[src/sv/pid_controller_clamped_macros.svh]
// ----------------------------------------------------------------------------
// PID controller assertion macros
// Concurrent assertion helpers; ASSERT_OFF compiles them away.
// ----------------------------------------------------------------------------
`ifndef PID_CONTROLLER_CLAMPED_MACROS_SVH
`define PID_CONTROLLER_CLAMPED_MACROS_SVH

`ifndef ASSERT_OFF
`define PIDC_ASSERT_IMPLIES(label, clk, rst, ante, cons, msg) \
   label: assert property (@(posedge clk) disable iff (rst) (ante) |-> (cons)) \
      else $error(msg);
`define PIDC_ASSERT_NEXT(label, clk, rst, ante, cons, msg) \
   label: assert property (@(posedge clk) disable iff (rst) (ante) |=> (cons)) \
      else $error(msg);
`else
`define PIDC_ASSERT_IMPLIES(label, clk, rst, ante, cons, msg)
`define PIDC_ASSERT_NEXT(label, clk, rst, ante, cons, msg)
`endif

`endif

[src/sv/pidc_pkg.sv]
// ----------------------------------------------------------------------------
// PID controller package
// Register indexes, field widths and the types shared by the PID modules.
// ----------------------------------------------------------------------------
package pidc_pkg;

   localparam int GAIN_FRAC_BITS_DEF = 8;
   localparam int CSR_ADDR_W = 3;
   localparam int CSR_DATA_W = 23;
   localparam int REQ_DATA_W = 32;
   localparam int RSP_DATA_W = 16;
   localparam int ACC_W = 42;

   typedef enum logic [CSR_ADDR_W-1:0] {
      REG_KP               = 3'd0,
      REG_KI               = 3'd1,
      REG_KD               = 3'd2,
      REG_INTEGRAL_LIMIT   = 3'd3,
      REG_DERIVATIVE_LIMIT = 3'd4,
      REG_OUTPUT_LIMIT     = 3'd5,
      REG_ERROR_LIMIT      = 3'd6
   } reg_index_type;

   typedef struct packed {
      logic signed [15:0] kp;
      logic signed [15:0] ki;
      logic signed [15:0] kd;
      logic [22:0]        integral_limit;
      logic [16:0]        derivative_limit;
      logic [14:0]        output_limit;
      logic [15:0]        error_limit;
   } cfg_type;

   typedef struct packed {
      logic signed [16:0] err;
      logic signed [23:0] isum;
      logic signed [17:0] deriv;
   } terms_type;

endpackage

[src/sv/pidc_terms.sv]
// ----------------------------------------------------------------------------
// PID error, integral and derivative terms
// Clamped error, clamped running integral and clamped error difference,
// with the loop state updated when a transaction moves on.
// ----------------------------------------------------------------------------
module pidc_terms
   import pidc_pkg::*;
(
   input  logic               clock,
   input  logic               reset,
   input  cfg_type            cfg,
   input  logic signed [15:0] setpoint,
   input  logic signed [15:0] measured,
   input  logic               advance,
   output terms_type          terms
);

   logic signed [23:0] integral_ff;
   logic signed [16:0] prev_err_ff;

   logic signed [16:0] diff;
   logic signed [16:0] elim;
   logic signed [16:0] err;
   logic signed [24:0] isum_raw;
   logic signed [24:0] ilim;
   logic signed [24:0] isum;
   logic signed [17:0] d_raw;
   logic signed [17:0] dlim;
   logic signed [17:0] deriv;

   always_comb begin
      diff = {setpoint[15], setpoint} - {measured[15], measured};
      elim = $signed({1'b0, cfg.error_limit});
      if (diff > elim) begin
         err = elim;
      end else if (diff < -elim) begin
         err = -elim;
      end else begin
         err = diff;
      end

      isum_raw = {integral_ff[23], integral_ff} + 25'(err);
      ilim = $signed({2'b00, cfg.integral_limit});
      if (isum_raw > ilim) begin
         isum = ilim;
      end else if (isum_raw < -ilim) begin
         isum = -ilim;
      end else begin
         isum = isum_raw;
      end

      d_raw = {err[16], err} - {prev_err_ff[16], prev_err_ff};
      dlim = $signed({1'b0, cfg.derivative_limit});
      if (d_raw > dlim) begin
         deriv = dlim;
      end else if (d_raw < -dlim) begin
         deriv = -dlim;
      end else begin
         deriv = d_raw;
      end

      terms.err   = err;
      terms.isum  = isum[23:0];
      terms.deriv = deriv;
   end

   always_ff @(posedge clock) begin
      if (reset) begin
         integral_ff <= '0;
         prev_err_ff <= '0;
      end else if (advance) begin
         integral_ff <= isum[23:0];
         prev_err_ff <= err;
      end
   end

endmodule

[src/sv/pidc_output.sv]
// ----------------------------------------------------------------------------
// PID output mixer
// Registered gain products, then sum, floor shift and output saturation.
// ----------------------------------------------------------------------------
module pidc_output
   import pidc_pkg::*;
#(
   parameter int GAIN_FRAC_BITS = GAIN_FRAC_BITS_DEF
) (
   input  logic               clock,
   input  cfg_type            cfg,
   input  terms_type          terms,
   input  logic               load,
   output logic signed [15:0] drive,
   output logic               saturated
);

   logic signed [16:0] err;
   logic signed [23:0] isum;
   logic signed [17:0] deriv;
   logic signed [15:0] kp;
   logic signed [15:0] ki;
   logic signed [15:0] kd;

   logic signed [32:0] p_kp_in, p_kp_ff;
   logic signed [39:0] p_ki_in, p_ki_ff;
   logic signed [33:0] p_kd_in, p_kd_ff;

   logic signed [ACC_W-1:0] acc;
   logic signed [ACC_W-1:0] y;
   logic signed [ACC_W-1:0] olim;

   always_comb begin
      err   = terms.err;
      isum  = terms.isum;
      deriv = terms.deriv;
      kp    = cfg.kp;
      ki    = cfg.ki;
      kd    = cfg.kd;
      p_kp_in = 33'(kp) * 33'(err);
      p_ki_in = 40'(ki) * 40'(isum);
      p_kd_in = 34'(kd) * 34'(deriv);
   end

   always_ff @(posedge clock) begin
      if (load) begin
         p_kp_ff <= p_kp_in;
         p_ki_ff <= p_ki_in;
         p_kd_ff <= p_kd_in;
      end
   end

   always_comb begin
      acc  = ACC_W'(p_kp_ff) + ACC_W'(p_ki_ff) + ACC_W'(p_kd_ff);
      y    = acc >>> GAIN_FRAC_BITS;
      olim = $signed({{(ACC_W-15){1'b0}}, cfg.output_limit});
      if (y > olim) begin
         drive     = olim[15:0];
         saturated = 1'b1;
      end else if (y < -olim) begin
         drive     = -olim[15:0];
         saturated = 1'b1;
      end else begin
         drive     = y[15:0];
         saturated = 1'b0;
      end
   end

endmodule

[src/sv/pid_controller_clamped.sv]
// ----------------------------------------------------------------------------
// Clamped positional PID controller
// Request stream: setpoint and measured value. Response stream: the
// saturated drive with a saturation flag, one response per request.
// Gains and limits are to be written on the csr port while the block is idle
// (not enforced by the block); writes take effect on the next transaction.
// Pipeline: input register, term register (error, integral, derivative),
// product register, response register. One transaction per cycle is
// sustained while the response side is ready; the integral and last-error
// state close their loop within the term stage.
// Each stage holds its transaction until the next stage can take it, so a
// stalled response only blocks the upstream stages once they are all full.
// Synchronous reset empties the pipeline, clears the integral and the last
// error, and returns gains to zero and limits to their maximum.
// ----------------------------------------------------------------------------
`include "pid_controller_clamped_macros.svh"

module pid_controller_clamped
   import pidc_pkg::*;
#(
   parameter int GAIN_FRAC_BITS = GAIN_FRAC_BITS_DEF
) (
   input  logic                  clock,
   input  logic                  reset,
   input  logic                  csr_wen,
   input  logic [CSR_ADDR_W-1:0] csr_addr,
   input  logic [CSR_DATA_W-1:0] csr_wdata,
   input  logic                  req_tvalid,
   output logic                  req_tready,
   input  logic [REQ_DATA_W-1:0] req_tdata,   // setpoint[15:0], measured[31:16]
   output logic                  rsp_tvalid,
   input  logic                  rsp_tready,
   output logic [RSP_DATA_W-1:0] rsp_tdata,   // drive[15:0]
   output logic                  rsp_tuser    // saturated[0]
);

   cfg_type cfg_ff;

   logic               in_vld_ff, term_vld_ff, prod_vld_ff, rsp_vld_ff;
   logic               in_rdy, term_rdy, prod_rdy, rsp_rdy;
   logic signed [15:0] sp_ff, ms_ff;
   terms_type          terms_in, terms_ff;
   logic signed [15:0] drive_in;
   logic               sat_in;
   logic [15:0]        rsp_tdata_ff;
   logic               rsp_tuser_ff;

   always_ff @(posedge clock) begin
      if (reset) begin
         cfg_ff.kp               <= '0;
         cfg_ff.ki               <= '0;
         cfg_ff.kd               <= '0;
         cfg_ff.integral_limit   <= '1;
         cfg_ff.derivative_limit <= '1;
         cfg_ff.output_limit     <= '1;
         cfg_ff.error_limit      <= '1;
      end else if (csr_wen) begin
         case (csr_addr)
            REG_KP:               cfg_ff.kp               <= csr_wdata[15:0];
            REG_KI:               cfg_ff.ki               <= csr_wdata[15:0];
            REG_KD:               cfg_ff.kd               <= csr_wdata[15:0];
            REG_INTEGRAL_LIMIT:   cfg_ff.integral_limit   <= csr_wdata[22:0];
            REG_DERIVATIVE_LIMIT: cfg_ff.derivative_limit <= csr_wdata[16:0];
            REG_OUTPUT_LIMIT:     cfg_ff.output_limit     <= csr_wdata[14:0];
            REG_ERROR_LIMIT:      cfg_ff.error_limit      <= csr_wdata[15:0];
            default: begin
            end
         endcase
      end
   end

   assign rsp_rdy  = !rsp_vld_ff || rsp_tready;
   assign prod_rdy = !prod_vld_ff || rsp_rdy;
   assign term_rdy = !term_vld_ff || prod_rdy;
   assign in_rdy   = !in_vld_ff || term_rdy;

   always_ff @(posedge clock) begin
      if (reset) begin
         in_vld_ff   <= 1'b0;
         term_vld_ff <= 1'b0;
         prod_vld_ff <= 1'b0;
         rsp_vld_ff  <= 1'b0;
      end else begin
         if (in_rdy) begin
            in_vld_ff <= req_tvalid;
         end
         if (term_rdy) begin
            term_vld_ff <= in_vld_ff;
         end
         if (prod_rdy) begin
            prod_vld_ff <= term_vld_ff;
         end
         if (rsp_rdy) begin
            rsp_vld_ff <= prod_vld_ff;
         end
      end
   end

   always_ff @(posedge clock) begin
      if (req_tvalid && in_rdy) begin
         sp_ff <= req_tdata[15:0];
         ms_ff <= req_tdata[31:16];
      end
      if (in_vld_ff && term_rdy) begin
         terms_ff <= terms_in;
      end
      if (prod_vld_ff && rsp_rdy) begin
         rsp_tdata_ff <= drive_in;
         rsp_tuser_ff <= sat_in;
      end
   end

   pidc_terms u_terms (
      .clock    (clock),
      .reset    (reset),
      .cfg      (cfg_ff),
      .setpoint (sp_ff),
      .measured (ms_ff),
      .advance  (in_vld_ff && term_rdy),
      .terms    (terms_in)
   );

   pidc_output #(
      .GAIN_FRAC_BITS (GAIN_FRAC_BITS)
   ) u_output (
      .clock     (clock),
      .cfg       (cfg_ff),
      .terms     (terms_ff),
      .load      (term_vld_ff && prod_rdy),
      .drive     (drive_in),
      .saturated (sat_in)
   );

   assign req_tready = in_rdy;
   assign rsp_tvalid = rsp_vld_ff;
   assign rsp_tdata  = rsp_tdata_ff;
   assign rsp_tuser  = rsp_tuser_ff;

   `PIDC_ASSERT_IMPLIES(a_sat_at_limit, clock, reset,
      rsp_tvalid && rsp_tuser,
      rsp_tdata == {1'b0, cfg_ff.output_limit} ||
      rsp_tdata == -{1'b0, cfg_ff.output_limit},
      "saturated response not at the output limit")
   `PIDC_ASSERT_IMPLIES(a_integral_bound, clock, reset,
      term_vld_ff,
      terms_ff.isum <= $signed({1'b0, cfg_ff.integral_limit}) &&
      terms_ff.isum >= -$signed({1'b0, cfg_ff.integral_limit}),
      "integral term beyond its limit")
   `PIDC_ASSERT_IMPLIES(a_ready_only_when_full, clock, reset,
      !req_tready,
      in_vld_ff && term_vld_ff && prod_vld_ff && rsp_vld_ff,
      "request stalled with an empty stage")
   `PIDC_ASSERT_NEXT(a_term_held, clock, reset,
      term_vld_ff && !prod_rdy,
      term_vld_ff,
      "stalled term stage lost its transaction")

endmodule

[config.mk]
export PLATFORM = sky130hd
export DESIGN_NAME = pid_controller_clamped
export DESIGN_NICKNAME = d
export VERILOG_FILES = /design/src/sv/pidc_pkg.sv /design/src/sv/pidc_terms.sv /design/src/sv/pidc_output.sv /design/src/sv/pid_controller_clamped.sv
export VERILOG_INCLUDE_DIRS = /design/src /design/src/sv
export SDC_FILE = /design/constraint.sdc
export NUM_CORES = 2
export LEC_CHECK = 0
export ABC_AREA = 1
export BUFFER_PORTS_ARGS = -buffer_cell sky130_fd_sc_hd__buf_4
export CAP_MARGIN = 10
export CORE_MARGIN = 5
export CORE_UTILIZATION = 35
export DETAILED_ROUTE_END_ITERATION = 7
export PLACE_DENSITY = 0.55
export SYNTH_ARGS = -nofsm -noshare
export SYNTH_HDL_FRONTEND = slang
export SYNTH_HIERARCHICAL = 1
export SYNTH_SLANG_ARGS = --single-unit
export TNS_END_PERCENT = 5
[constraint.sdc]
create_clock -name clock -period 8.2 [get_ports clock]
set_input_delay 1.64 -clock clock [delete_from_list [all_inputs] [get_ports clock]]
set_output_delay 1.64 -clock clock [all_outputs]
set_load 0.01 [all_outputs]
; ---- After elaboration in Yosys (flattened, before gate mapping)
; Index checks and enable logic that the tools add are counted.
[word_totals]
regBits = 379
inputBits = 63
word_cells = 81
output_inout_bits = 19
[op_classes]
addsub = 10
n_reduce_logical = 20
n_mux = 9
mul = 3
n_eq_ne = 6
n_lt_le_gt_ge = 8
[ops]
columns = op, n
row1 = $mux 17, 3
row2 = $mux 24, 2
row3 = $add 41x34->42, 1
row4 = $lt 34x42->1, 1
row5 = $neg 15->42, 1
row6 = $add 33x40->41, 1
row7 = $mul 16x24->40, 1
row8 = $gt 34x16->1, 1
row9 = $mul 16x18->34, 1
row10 = $mul 16x17->33, 1
row11 = $add 24x17->25, 1
row12 = $gt 25x24->1, 1
row13 = $lt 25x25->1, 1
row14 = $neg 23->25, 1
row15 = $gt 18x18->1, 1
row16 = $lt 18x18->1, 1
row17 = $mux 18, 1
row18 = $neg 17->18, 1
row19 = $sub 17x17->18, 1
row20 = $gt 17x17->1, 1
row21 = $lt 17x17->1, 1
row22 = $neg 16->17, 1
row23 = $sub 16x16->17, 1
row24 = $mux 16, 1
row25 = 11 further kinds, 29

; ---- Depth between registers and ports, before layout
[logic_depth]
ltp_word = 8
mapped_depth = 59
ltp_nobuf = 58

; ---- Hierarchy
; The synthesis kept the hierarchy.
[modules_own_cells]
columns = module, area_per_inst_um2, cells_per_inst, seq_area_each_um2, n_inst
row1 = pidc_output, 44626.6, 5540, 3213.1, 1
row2 = pidc_terms, 9826.9, 1632, 820.8, 1
row3 = pid_controller_clamped, 7736.2, 665, 5705.5, 1

; ---- Worst setup path before layout
; OpenSTA, ideal clock, no wires.
[synth_path]
path_type = reg-to-reg
startpoint = register ms_ff[0]
endpoint = register terms_ff[30] in the netlist's numbering, data pin
synth_period_minus_slack_ns = 6.786
path_buffers = 4
stages_incl_launch_ff = 50
required_time_ns = 7.947
t_arrival_ns = 6.532
setup_ns = 0.253
path_slack_ns = 1.414
path_cell_list = edfxtp_1 -> ha_1 -> fa_1 -> inv_1 -> nand3_1 -> nand2_1 -> a21oi_1 -> o21ai_2 -> xor2_1 -> ha_1 -> a21oi_1 -> o21a_1 -> nand2_1 -> nand2_1 -> nand2_1 -> nand2_1 -> nand2_1 -> nand2_1 -> [14 not listed] -> nand2_1 -> o211ai_2 -> xor2_4 -> buf_6 -> inv_1 -> ha_1 -> nand4_1 -> nor3_1 -> nand2_1 -> o21bai_1 -> nand2_1 -> nand2_1 -> nand2_1 -> buf_2 -> clkbuf_1 -> o21ai_0 -> nand2_1 -> nand2_1
[synth_rtl]
columns = item, line_no
row1 = "start, declared", pid_controller_clamped.sv:41  ; logic signed [15:0] sp_ff, ms_ff;
row2 = "start signal, assigned", pid_controller_clamped.sv:102  ; ms_ff <= req_tdata[31:16];
row3 = "end signal, assigned", pid_controller_clamped.sv:105  ; terms_ff <= terms_in;
row4 = "end, declared", pid_controller_clamped.sv:42  ; terms_type terms_in, terms_ff;

==> results_dict.tcl <==
set metrics [dict create \
    status "finished clean" \
    clock_sinks 379 \
    grt_antenna_before_repair 1 \
    grt_max_degree 72 \
    finalCritPeriodShare_pct 93.16 \
    ys_warn_count 6 \
    synth_common_cells "1891 x inv_1, 1876 x nand2_1, 982 x fa_1" \
    drive_above_1_share_pct 4.681 \
    worstSetupPathType "flip-flop to flip-flop" \
    tightest_slew_ps 1143 \
    yosys.area.top_type "fa_1" \
    grt_pass1_vias 51300 \
    synth-edff-count 215 \
    p_int_w 0.008169 \
    initial_core_util_pct 35.24 \
    synthDistinctLibCells 62 \
    vdd_drop_max_uv 301.8 \
    fmax_mhz 130.9 \
    syn_nets 9419 \
    io_pins 82 \
    detail_route.first_pass.iterations 6 \
    nNetsFinal 9363 \
    cts_htree_levels 2 \
    hold_path.class "flip-flop to flip-flop" \
    gp_congestion 0.9082 \
    fillers 18340 \
    p_sw_w 0.009771 \
    wire_per_inst_um 17.93 \
    ys_async_sr_fraction_pct 0 \
    critical_path_peak_fanout 16 \
    leakage_nw 36.83 \
    io_buffers 81 \
    whs_ps 470.3 \
    clock_latency_ps 660 \
    rsz0062_at_grt "true" \
    root_buffer "clkbuf_16" \
    num_rows 154 \
    dp_hpwl_um 148300 \
    power_frac_clock_pct 12.2 \
    grt-ovfl-total 0 \
    cp.arrival_ps 8010 \
    slowest_stage "fa_1" \
    die_h_um 431.5 \
    netlist_area_um2 62190 \
    reg2reg_slack_ps 560 \
    fin_ws_ps 561.1 \
    crit_path_max_incr_delay_ps 410 \
    finalCoreUtilization_pct 37.87 \
    cpMostUsedCell "nand2_1" \
    relSlewSlack_pct 23.72 \
    synth_cells 7837 \
    drt_first_iter_violations 3401 \
    areaGrowthSynthToFinish_pct 7.478 \
    pwr-share-seq_pct 20.3 \
    core_um2 176500 \
    startpoint_type "flip-flop" \
    grt_use_total_pct 19.67 \
    pwr-share-comb_pct 67.5 \
    ys.flop_type "edfxtp_1" \
    die_area_um2 186200 \
    synth_seq_cells 379 \
    synth_area_leaders "fa_1 32%, inv_1 11%, nand2_1 11%" \
    antenna_left 0 \
    avgSynthCellArea_um2 7.935 \
    preCtsSetupSlack_ps 320.8 \
    hold_violations 0 \
    drv_cap 0 \
    total_power_w 0.01794 \
    slew_viol_final 0 \
    drc 0 \
    clk_pin_slew_ps 60 \
    grt_pass1_wl_um 289500 \
    required_ps 8570 \
    cts_tree "done" \
    skew_ps 47.88 \
    cts_buffer_depth 3 \
    synth.most_common_cell "inv_1" \
    die_w_um 431.5 \
    cts_buffers 47 \
    num_vias 49310 \
    endpoint_kind "flip-flop" \
    totalWireLength_um 182200 \
    viasPerCell 4.853 \
    sw_frac_of_total_pct 54.46 \
    synth_top_area_share_pct 31.61 \
    setup_violations 0 \
    p_per_area_nw_per_um2 268.4 \
    period_needed_ps 7639 \
    yosysSeqAreaShare_pct 15.66 \
]
==> layout by cell type, fill, tap and decap left out, types with 7 or more instances in the layout <==
cell type,Yosys,layout
inv_1,1891,1886
nand2_1,1876,1875
fa_1,982,982
ha_1,537,535
nor2_1,433,430
nand3_1,331,330
a21oi_1,286,284
edfxtp_1,215,215
o21ai_0,188,185
dfxtp_1,164,164
xor2_1,166,163
buf_4,7,159
xnor2_1,75,73
clkbuf_16,0,51
nand4_1,49,49
nor3_1,49,48
o21ai_1,37,40
a21o_1,27,27
a31oi_1,26,26
o21bai_1,23,23
or2_2,21,21
nor2_2,15,18
o21a_1,17,17
o211ai_1,17,17
nor4_1,14,14
inv_2,11,12
nand2_2,12,12
nand2_4,11,11
nor3_2,9,10
a21boi_0,9,9
nand3_2,8,9
clkinv_1,1,8
a211oi_1,8,8
o31ai_1,8,8
clkinv_2,1,7
==> cell families after synthesis <==
group / count (synthesis) / share of synthesized area, %
and+or+nand+nor: 2851 / 18.91
buffers and inverters: 2175 / 13.49
adders and majority gates: 1519 / 42.42
AOI/OAI and AO/OA: 670 / 6.038
DFF: 379 / 15.66
xor gates and xnor gates: 243 / 3.483
==> state kept, by name (all words and copies together), names as in the netlist, 16 cells and up <==
register	flops
terms_ff	59
u_output/p_kp_ff	33
rsp_tdata	16
cfg_ff	119
u_terms/prev_err_ff	17
sp_ff	16
u_output/p_kd_ff	34
u_terms/integral_ff	24
ms_ff	16
u_output/p_ki_ff	40
==> critical path, delay by kind of cell, from the launching register on <==
family / cells / cell delay [ps]
compound gates: 13 / 2180
xor+xnor: 2 / 580
fa+ha+maj: 5 / 1660
buf+inv: 4 / 820
flops: 1 / 370
simple gates: 18 / 1730
==> power by group through the flow <==
stage	combinational, W	sequential [W]	clock [W]
finish	0.0121	0.00364	0.00219
global route	0.0138	0.00367	0.00234
CTS	0.0119	0.00363	0.00227
detailed placement	0.0119	0.00367	0
global placement	0.0117	0.00366	0
floorplan	0.00899	0.00285	0
==> layer usage <==
metal,track usage [%],share of wire (%),wire length (um)
met1,26.76,44,80650
met2,32.94,46,84490
met3,1.926,5.4,9868
met4,6.681,4.0,7206
met5,0,0.0060,11
==> per-stage QoR <==
step	TNS, ps	std cells	cell area, um2
2_1_floorplan	0	7837	62190
3_3_place_gp	0	10070	65110
3_5_place_dp	0	10070	65110
4_1_cts	0	10160	66720
5_1_grt	-41.59	10160	66840
6_report	0	10160	66840
==> cell type report <==
| class | instances | area [um2] | area share [%] |
|---|---|---|---|
| repair buffers | 159 | 1194 | 1.786 |
| clock inverters | 25 | 241.5 | 0.3613 |
| flip-flops and latches | 379 | 9739 | 14.57 |
| repair inverters | 2 | 15.01 | 0.02246 |
| multi-input cells | 5283 | 44150 | 66.06 |
| clock buffers | 62 | 1368 | 2.046 |
| well taps | 2340 | 2928 | 4.380 |
| inverters | 1909 | 7197 | 10.77 |
| diodes | 2 | 5.005 | 0.007488 |
==> final timing paths <==
kind / start / endpoint / cells past startpoint
worst max-delay path: ms_ff[0]$_DFFE_PP_ / terms_ff[4]$_DFFE_PP_ / 42
worst min-delay path: cfg_ff[13]$_SDFFE_PP1P_ / cfg_ff[13]$_SDFFE_PP1P_ / 2
worst max register to register: ms_ff[0]$_DFFE_PP_ / terms_ff[4]$_DFFE_PP_ / 42
worst min register to register: cfg_ff[13]$_SDFFE_PP1P_ / cfg_ff[13]$_SDFFE_PP1P_ / 2
==> what timing repair did <==
action	CTS	global route
gates resized for setup	0	23
hold buffers	0	0
buffers inserted	0	1
endpoints found under the setup margin	0	66
No activity file was read; power rests on OpenSTA's default activity.
